File: config.mk
export PLATFORM = sky130hd
export DESIGN_NAME = ecr_cordic_cell
export DESIGN_NICKNAME = d
export VERILOG_FILES = /design/src/design/ecr_pkg.sv /design/src/design/ecr_cordic_cell.sv
export SDC_FILE = /design/constraint.sdc
export NUM_CORES = 1
export LEC_CHECK = 0
export BUFFER_PORTS_ARGS = -buffer_cell sky130_fd_sc_hd__clkbuf_2
export CAP_MARGIN = 5
export CELL_PAD_IN_SITES_DETAIL_PLACEMENT = 1
export CELL_PAD_IN_SITES_GLOBAL_PLACEMENT = 1
export CORE_AREA = 2 2 259 312
export DETAILED_ROUTE_END_ITERATION = 10
export DIE_AREA = 0 0 261 314
export GPL_TIMING_DRIVEN = 0
export PLACE_DENSITY = 0.88
export SLEW_MARGIN = 20
export SYNTH_ARGS = -nofsm -noshare
export SYNTH_HDL_FRONTEND = slang
export SYNTH_SLANG_ARGS = --single-unit
File: constraint.sdc
create_clock -name clk -period 0.8 [get_ports clk]
set_input_delay 0.16 -clock clk [delete_from_list [all_inputs] [get_ports clk]]
set_output_delay 0.16 -clock clk [all_outputs]
set_load 0.03 [all_outputs]
File: src/design/ecr_pkg.sv
// Shared types, constants and tables for the Euler z-x-z rotation core.
// No dependencies; imported by every module of the block.
`timescale 1ns / 1ps
package ecr_pkg;

    localparam int CORDIC_STAGES = 16;
    localparam int STAGE_W       = 5;                  // holds stage numbers up to 31
    localparam int ANG_W         = 16;                 // Q3.13 angle register
    localparam int IDX_W         = 2;                  // configuration register index
    localparam int COMP_W        = 24;                 // Q9.15 component on the ports
    localparam int VW            = 26;                 // internal component, unclipped
    localparam int CX_W          = 27;                 // CORDIC x/y, Q24
    localparam int CZ_W          = 28;                 // CORDIC residual angle, Q24
    localparam int PR_W          = VW + CX_W;          // one product
    localparam int SUM_W         = PR_W + 1;           // sum of two products
    localparam int LATENCY       = CORDIC_STAGES + 8;  // start edge to done cycle

    localparam logic [IDX_W-1:0] REG_ANGLE_FIRST  = 2'd0;
    localparam logic [IDX_W-1:0] REG_ANGLE_SECOND = 2'd1;
    localparam logic [IDX_W-1:0] REG_ANGLE_THIRD  = 2'd2;
    localparam logic [IDX_W-1:0] REG_INVERSE_MODE = 2'd3;

    localparam logic [ANG_W-1:0] ANGLE_FIRST_RST  = 16'd4729;
    localparam logic [ANG_W-1:0] ANGLE_SECOND_RST = 16'd13255;
    localparam logic [ANG_W-1:0] ANGLE_THIRD_RST  = 16'd22268;

    localparam logic signed [CX_W-1:0] GAIN_Q24    = 27'sd10188014;
    localparam logic signed [CZ_W-1:0] PI_Q24      = 28'sd52707179;
    localparam logic signed [CZ_W-1:0] HALF_PI_Q24 = 28'sd26353589;
    localparam logic signed [SUM_W-1:0] ROUND_HALF = SUM_W'(64'sd8388608);

    localparam logic signed [VW-1:0] COMP_MAX = 26'sd8388607;
    localparam logic signed [VW-1:0] COMP_MIN = -26'sd8388608;

    // word moving down the CORDIC chain: vector plus three sin/cos generators
    typedef struct packed {
        logic                      vld;
        logic                      inv;
        logic [2:0]                neg;
        logic [2:0][CX_W-1:0]      cx;
        logic [2:0][CX_W-1:0]      cy;
        logic [2:0][CZ_W-1:0]      cz;
        logic [2:0][VW-1:0]        v;
    } cord_t;

    // word moving down the rotation chain: vector plus ordered cos/sin pairs
    typedef struct packed {
        logic                      vld;
        logic [2:0][VW-1:0]        v;
        logic [2:0][CX_W-1:0]      c;
        logic [2:0][CX_W-1:0]      s;
    } rot_t;

    function automatic logic signed [CZ_W-1:0] atan_q24(input logic [STAGE_W-1:0] i);
        logic signed [CZ_W-1:0] r;
        case (i)
            5'd0:    r = 28'sd13176795;
            5'd1:    r = 28'sd7778716;
            5'd2:    r = 28'sd4110060;
            5'd3:    r = 28'sd2086331;
            5'd4:    r = 28'sd1047214;
            5'd5:    r = 28'sd524117;
            5'd6:    r = 28'sd262123;
            5'd7:    r = 28'sd131069;
            5'd8:    r = 28'sd65536;
            5'd9:    r = 28'sd32768;
            5'd10:   r = 28'sd16384;
            5'd11:   r = 28'sd8192;
            5'd12:   r = 28'sd4096;
            5'd13:   r = 28'sd2048;
            5'd14:   r = 28'sd1024;
            5'd15:   r = 28'sd512;
            5'd16:   r = 28'sd256;
            5'd17:   r = 28'sd128;
            5'd18:   r = 28'sd64;
            5'd19:   r = 28'sd32;
            5'd20:   r = 28'sd16;
            5'd21:   r = 28'sd8;
            5'd22:   r = 28'sd4;
            5'd23:   r = 28'sd2;
            default: r = '0;
        endcase
        return r;
    endfunction

endpackage

File: src/design/ecr_cordic_cell.sv
// One CORDIC iteration for all three angles, registered.
// Depends on ecr_pkg.
`timescale 1ns / 1ps
module ecr_cordic_cell
    import ecr_pkg::*;
(
    input  logic               clk,
    input  logic               rst_n,
    input  logic [STAGE_W-1:0] stage,
    input  cord_t              din,
    output cord_t              dout
);

    cord_t                  dout_next;
    logic signed [CZ_W-1:0] atn;

    always_comb
    begin
        logic signed [CX_W-1:0] x, y, xs, ys;
        logic signed [CZ_W-1:0] z;
        atn       = atan_q24(stage);
        dout_next = din;
        for (int k = 0; k < 3; k++)
        begin
            x  = $signed(din.cx[k]);
            y  = $signed(din.cy[k]);
            z  = $signed(din.cz[k]);
            xs = x >>> stage;
            ys = y >>> stage;
            if (z >= 0)
            begin
                dout_next.cx[k] = x - ys;
                dout_next.cy[k] = y + xs;
                dout_next.cz[k] = z - atn;
            end
            else
            begin
                dout_next.cx[k] = x + ys;
                dout_next.cy[k] = y - xs;
                dout_next.cz[k] = z + atn;
            end
        end
    end

    cord_t dout_reg;

    always_ff @(posedge clk or negedge rst_n)
    begin
        if (!rst_n)
            dout_reg <= '0;
        else
            dout_reg <= dout_next;
    end

    assign dout = dout_reg;

endmodule

==> key figures, run 1 <==
Status
  • Status: did not finish
  • Fail Step: global routing
  • Run Error: [ERROR GRT-0116] Global routing finished with congestion. Check the congestion regions in the DRC Viewer.

Synth
  • Post-Syn Instances: 3746
  • Top cells by area, synth: dfrtp_1 (24%), mux4_2 (11%), ha_1 (9.6%)
  • Synthesized area per cell: 9.18 sq um
  • Yosys top cell by area: dfrtp_1
  • Ys async rst share: 100%
  • Post-Syn Area: 0.0344 sq mm
  • Commonest cells post-synth: dfrtp_1 (329), nand2_1 (321), xnor2_1 (268)
  • Count leader, synth: dfrtp_1
  • Ys flop type: dfrtp_1
  • Proportion of synthesized chip area in sequential cells: 24.0%
  • Syn Nets: 4355
  • Post-synth EDFFs: 0
  • Distinct cells, synth: 92
  • #FFs+latches synth: 329
  • Yosys top cell area share: 24.0%
  • YS warnings: 0

Place
  • Hpwl dp: 175000 microns
  • DP Cell Count: 5446
  • Routability cong.: 1.12
  • Placed cell areas: 0.0403 sq mm
  • PortBufs: 659

Global routing
  • Largest net degree at the start of global routing: 96
  • GR Overflow Total: 731
  • All-Layer GR Usage: 87.4%
  • Global-route wire length before repair: 520000 microns
  • Vias in the first global route: 59800

CTS
  • Clk sink count: 329
  • CTS H-tree depth: 2
  • CTS Buf Count: 39
  • Clk root buf: clkbuf_16
  • Clk buf depth: 3

Floorplanning
  • IO Pins: 665
  • Rows: 113
  • Die height: 314 microns
  • Starting Density: 43.6%
  • Die width: 261 microns
[per-stage QoR]
| stage | utilization, % | setup TNS, ns | setup WS (ns) |
|---|---|---|---|
| after global placement | 50.9 | -3927.84 | -8.32 |
| after detailed placement | 51.1 | -1591.25 | -8.05 |
| after floorplan | - | -803.81 | -4.33 |
| after CTS | 63.1 | -1010.23 | -4.42 |
[metal layers]
metal / track usage (%) / GRT overflow
met5: 56.4 / 16
met4: 89.1 / 290
met3: 78.9 / 58
met2: 98.2 / 315
met1: 85.5 / 52
[what timing repair did]
action | 4_1_cts
endpoints found under the setup margin | 667
hold buffers | 83
pin swaps | 305
endpoints found under the hold margin | 147
gates resized for setup | 962
cloned | 2
setup buffers | 369
[cell families after synthesis]
kind of cell / Yosys count / share of synthesized area [%]
buf+inv: 314 / 3.92
simple gates: 983 / 13.8
compound gates: 1076 / 20.7
fa+ha+maj: 273 / 10.1
xor+xnor: 381 / 9.71
mux: 390 / 17.8
flops: 329 / 24.0
==> run 2: changes to the inputs <==
--- a/config.mk
+++ b/config.mk
@@ -7,13 +7,11 @@
 export LEC_CHECK = 0
 export BUFFER_PORTS_ARGS = -buffer_cell sky130_fd_sc_hd__clkbuf_2
 export CAP_MARGIN = 5
-export CELL_PAD_IN_SITES_DETAIL_PLACEMENT = 1
-export CELL_PAD_IN_SITES_GLOBAL_PLACEMENT = 1
-export CORE_AREA = 2 2 259 312
+export CORE_AREA = 2 2 297 299
 export DETAILED_ROUTE_END_ITERATION = 10
-export DIE_AREA = 0 0 261 314
+export DIE_AREA = 0 0 299 301
 export GPL_TIMING_DRIVEN = 0
-export PLACE_DENSITY = 0.88
+export PLACE_DENSITY_LB_ADDON = 0.15
 export SLEW_MARGIN = 20
 export SYNTH_ARGS = -nofsm -noshare
 export SYNTH_HDL_FRONTEND = slang
==> run 2 against run 1 <==
  * The flow now finishes, with violations (negative hold slack, negative setup slack)
  * Synthesized cell count stayed put
  * Area after synthesis stayed put
==> key figures, run 2 <==
Synth
  • Adder-cell share of the synthesized area: 10.1% (unchanged)
  • Post-Syn Instances: 3746 (unchanged)
  • Distinct cells, synth: 92 (unchanged)
  • Post-Syn Area: 0.0344 sq mm (unchanged)
  • Proportion of synthesized chip area in sequential cells: 24.0% (unchanged)
  • Synth Area in Simple Gates: 13.8% (unchanged)
  • Synthesized area per cell: 9.18 sq um (unchanged)
  • Top cells by area, synth: dfrtp_1 (24%), mux4_2 (11%), ha_1 (9.6%) (unchanged)
  • #FFs+latches synth: 329 (unchanged)
  • Count leader, synth: dfrtp_1 (unchanged)
  • Commonest cells post-synth: dfrtp_1 (329), nand2_1 (321), xnor2_1 (268) (unchanged)
  • Post-synth EDFFs: 0 (unchanged)
  • Ys async rst share: 100% (unchanged)
  • Ys flop type: dfrtp_1 (unchanged)
  • Yosys top cell by area: dfrtp_1 (unchanged)
  • Largest family of logic cells by synthesized area: compound AO/OA/AOI/OAI gates (unchanged)
  • YS warnings: 0 (unchanged)
  • Compound-Gate Fraction of Synth Area: 20.7% (unchanged)
  • Mux cell area share after synthesis: 17.8% (unchanged)
  • Syn Nets: 4355 (unchanged)
  • Yosys top cell area share: 24.0% (unchanged)
  • Synth Area in XOR/XNOR: 9.71% (unchanged)

Final layout
  • Layout cells sized above 1: 43.7%
  • Layout Nets: 5546
  • Most frequent cells in the layout: clkbuf_2 (670), buf_4 (348), dfrtp_1 (329), nand2_1 (282), xnor2_1 (232)
  • Flip-flop count of the largest register after layout: 329
  • Final core utilization: 58.2%
  • Synth-to-Final Area Change: 46.4%
  • Non-Filler Instances: 6140
  • Most common cell after layout, fill and taps aside: clkbuf_2

Power
  • Worst VDD drop: 2.37 mV
  • Pleak: 22.1 nW
  • Clock share of power: 17.3%
  • Share of power burned in registers: 22.2%
  • Combinational group share of total power: 60.5%
  • Total power: 107 mW
  • Psw: 49.2 mW
  • Power per cell area: 2120 mW/mm^2
  • Int Pwr: 57.4 mW
  • Switch share: 46.2%

Routing
  • Vias per std cell: 6.32
  • Via count: 38800
  • Pre-antenna DRT Iters: 7
  • Highest routed metal layer: met5
  • Met3 WL post-DR: 21600 microns
  • DRC: 0
  • Wirelength per Cell: 32.0 microns
  • Met1 wire length: 74300 microns
  • Met2 WL: 86900 microns
  • WL final: 196000 microns
  • Iteration-0 DRC Markers: 3753
  • Antenna Nets Post-Route: 0

Setup path
  • CP max stage cell: clkbuf_2
  • CP required: 1.33 ns
  • CP delay by family, top: compound AO/OA/AOI/OAI gates
  • Crit Path Max Fanout: 11
  • Largest stage delay on the critical path: 0.70 ns
  • Worst Setup End Kind: flip-flop
  • Worst path buffer plus inverter count: 8
  • Startpoint types: input port
  • Crit path DAT: 5.66 ns
  • Crit Path Class: in2reg
  • CP dominant cell by count: buf_6

CTS
  • CTS Buf Count: 39 (unchanged)
  • Clk buf depth: 3 (unchanged)
  • Clk sink count: 329 (unchanged)
  • Hold_buf cts: 83 (unchanged)
  • Clk root buf: clkbuf_16 (unchanged)
  • CTS H-tree depth: 2 (unchanged)
  • CTS tree: done
  • CTS clk-pin slew, worst paths: 0.06 ns

Timing
  • Hold WS: -0.456 ns
  • Final worst path period share: 642%
  • Final Hold Fails: 104
  • Relative slew slack: 19.8%
  • RSZ-0062 raised after global routing: true
  • Fmax achieved: 0.195 GHz
  • Final-report setup violation count: 650
  • Final min period: 5.14 ns
  • Worst-margin pin slew: 1.18 ns
  • Fin worst setup slack: -4.34 ns
  • Final Max Tran Viols: 0

Floorplanning
  • Die height: 301 microns (was 314 microns)
  • Rows: 108 (was 113)
  • Starting Density: 39.7% (was 43.6%)
  • Die width: 299 microns (was 261 microns)
  • Die area: 0.0900 sq mm
  • Core area: 0.0865 sq mm
  • IO Pins: 665 (unchanged)

Place
  • DP Cell Count: 5566 (was 5446)
  • Hpwl dp: 145000 microns (was 175000 microns)
  • PortBufs: 659 (unchanged)
  • Routability cong.: 1.03 (was 1.12)

Global routing
  • Initial antenna violation count: 18
  • Largest net degree at the start of global routing: 92
  • GR Overflow Total: 0
  • Vias in the first global route: 37700
  • Global-route wire length before repair: 270000 microns
  • All-Layer GR Usage: 41.5%

Run
  • Max Cap Viol: 0

Status
  • Status: complete, but fails checks (was did not finish)
  • Failing checks: negative hold slack, negative setup slack

Hold path
  • Worst Hold Class: in2async
run 2: cell counts after synthesis:
Identical to the previous run, type by type.
run 2: cells by family after synthesis:
logic type	after synthesis
adders and majority gates	273
xor gates and xnor gates	381
muxes	390
DFF	329
buffers and inverters	314
and+or+nand+nor	983
AOI/OAI and AO/OA	1076
run 2: path summary, 6_finish.rpt:
check                      startpoint             endpoint  slack (ns)  cells after the start
worst max-delay path         stage[2]  dout[212]$_DFF_PN0_       -4.34                     26
worst min-delay path            rst_n   dout[70]$_DFF_PN0_       -0.46                      1
max in group asynchronous       rst_n  dout[185]$_DFF_PN0_       -0.08                      3
min in group clk             din[189]  dout[189]$_DFF_PN0_       -0.16                      2
run 2: area by class of cell:
| cell class | count | area (sq um) |
|---|---|---|
| antenna | 18 | 45.0 |
| buffer | 187 | 2290 |
| clock buffer | 56 | 1140 |
| clock inverter | 15 | 174 |
| fill | 7637 | 36200 |
| inverter | 117 | 444 |
| multi-input combinational | 3103 | 28700 |
| sequential | 329 | 8230 |
| tap | 1155 | 1450 |
| timing repair buffer | 1160 | 7860 |
run 2: power groups by stage:
stage	Clock [mW]	Combinational (mW)	Sequential, mW
2_1_floorplan	0	25.6	34.5
3_3_place_gp	0	53.5	23.9
3_5_place_dp	0	53.4	23.9
4_1_cts	18.9	59.1	23.7
5_1_grt	19.6	67.7	24.1
6_report	18.4	64.5	23.7
run 2: timing repair:
action,4_1_cts,5_1_grt
gates cloned,1,0
pin swaps,208,256
resized for setup,629,362
buffers inserted,286,133
setup endpoints to repair,662,662
hold endpoints to repair,198,102
run 2: per-layer routing:
layer  vias up  track usage [%]
met5         -                0
met4         8             23.5
met3       730             13.6
met2      2608             64.7
met1     19000             50.5
li1      16500                -
run 2: metrics by stage:
stage | setup TNS [ns] | setup slack [ns] | instance area [sq um]
4_1_cts | -972.22 | -4.21 | 47600
5_1_grt | -1044.43 | -4.42 | 50300
6_report | -996.40 | -4.34 | 50300
3_5_place_dp | -1524.35 | -7.48 | 40500
2_1_floorplan | -803.81 | -4.33 | 35600
3_3_place_gp | -3999.11 | -8.26 | 40300
No activity file was read; power rests on OpenSTA's default activity.
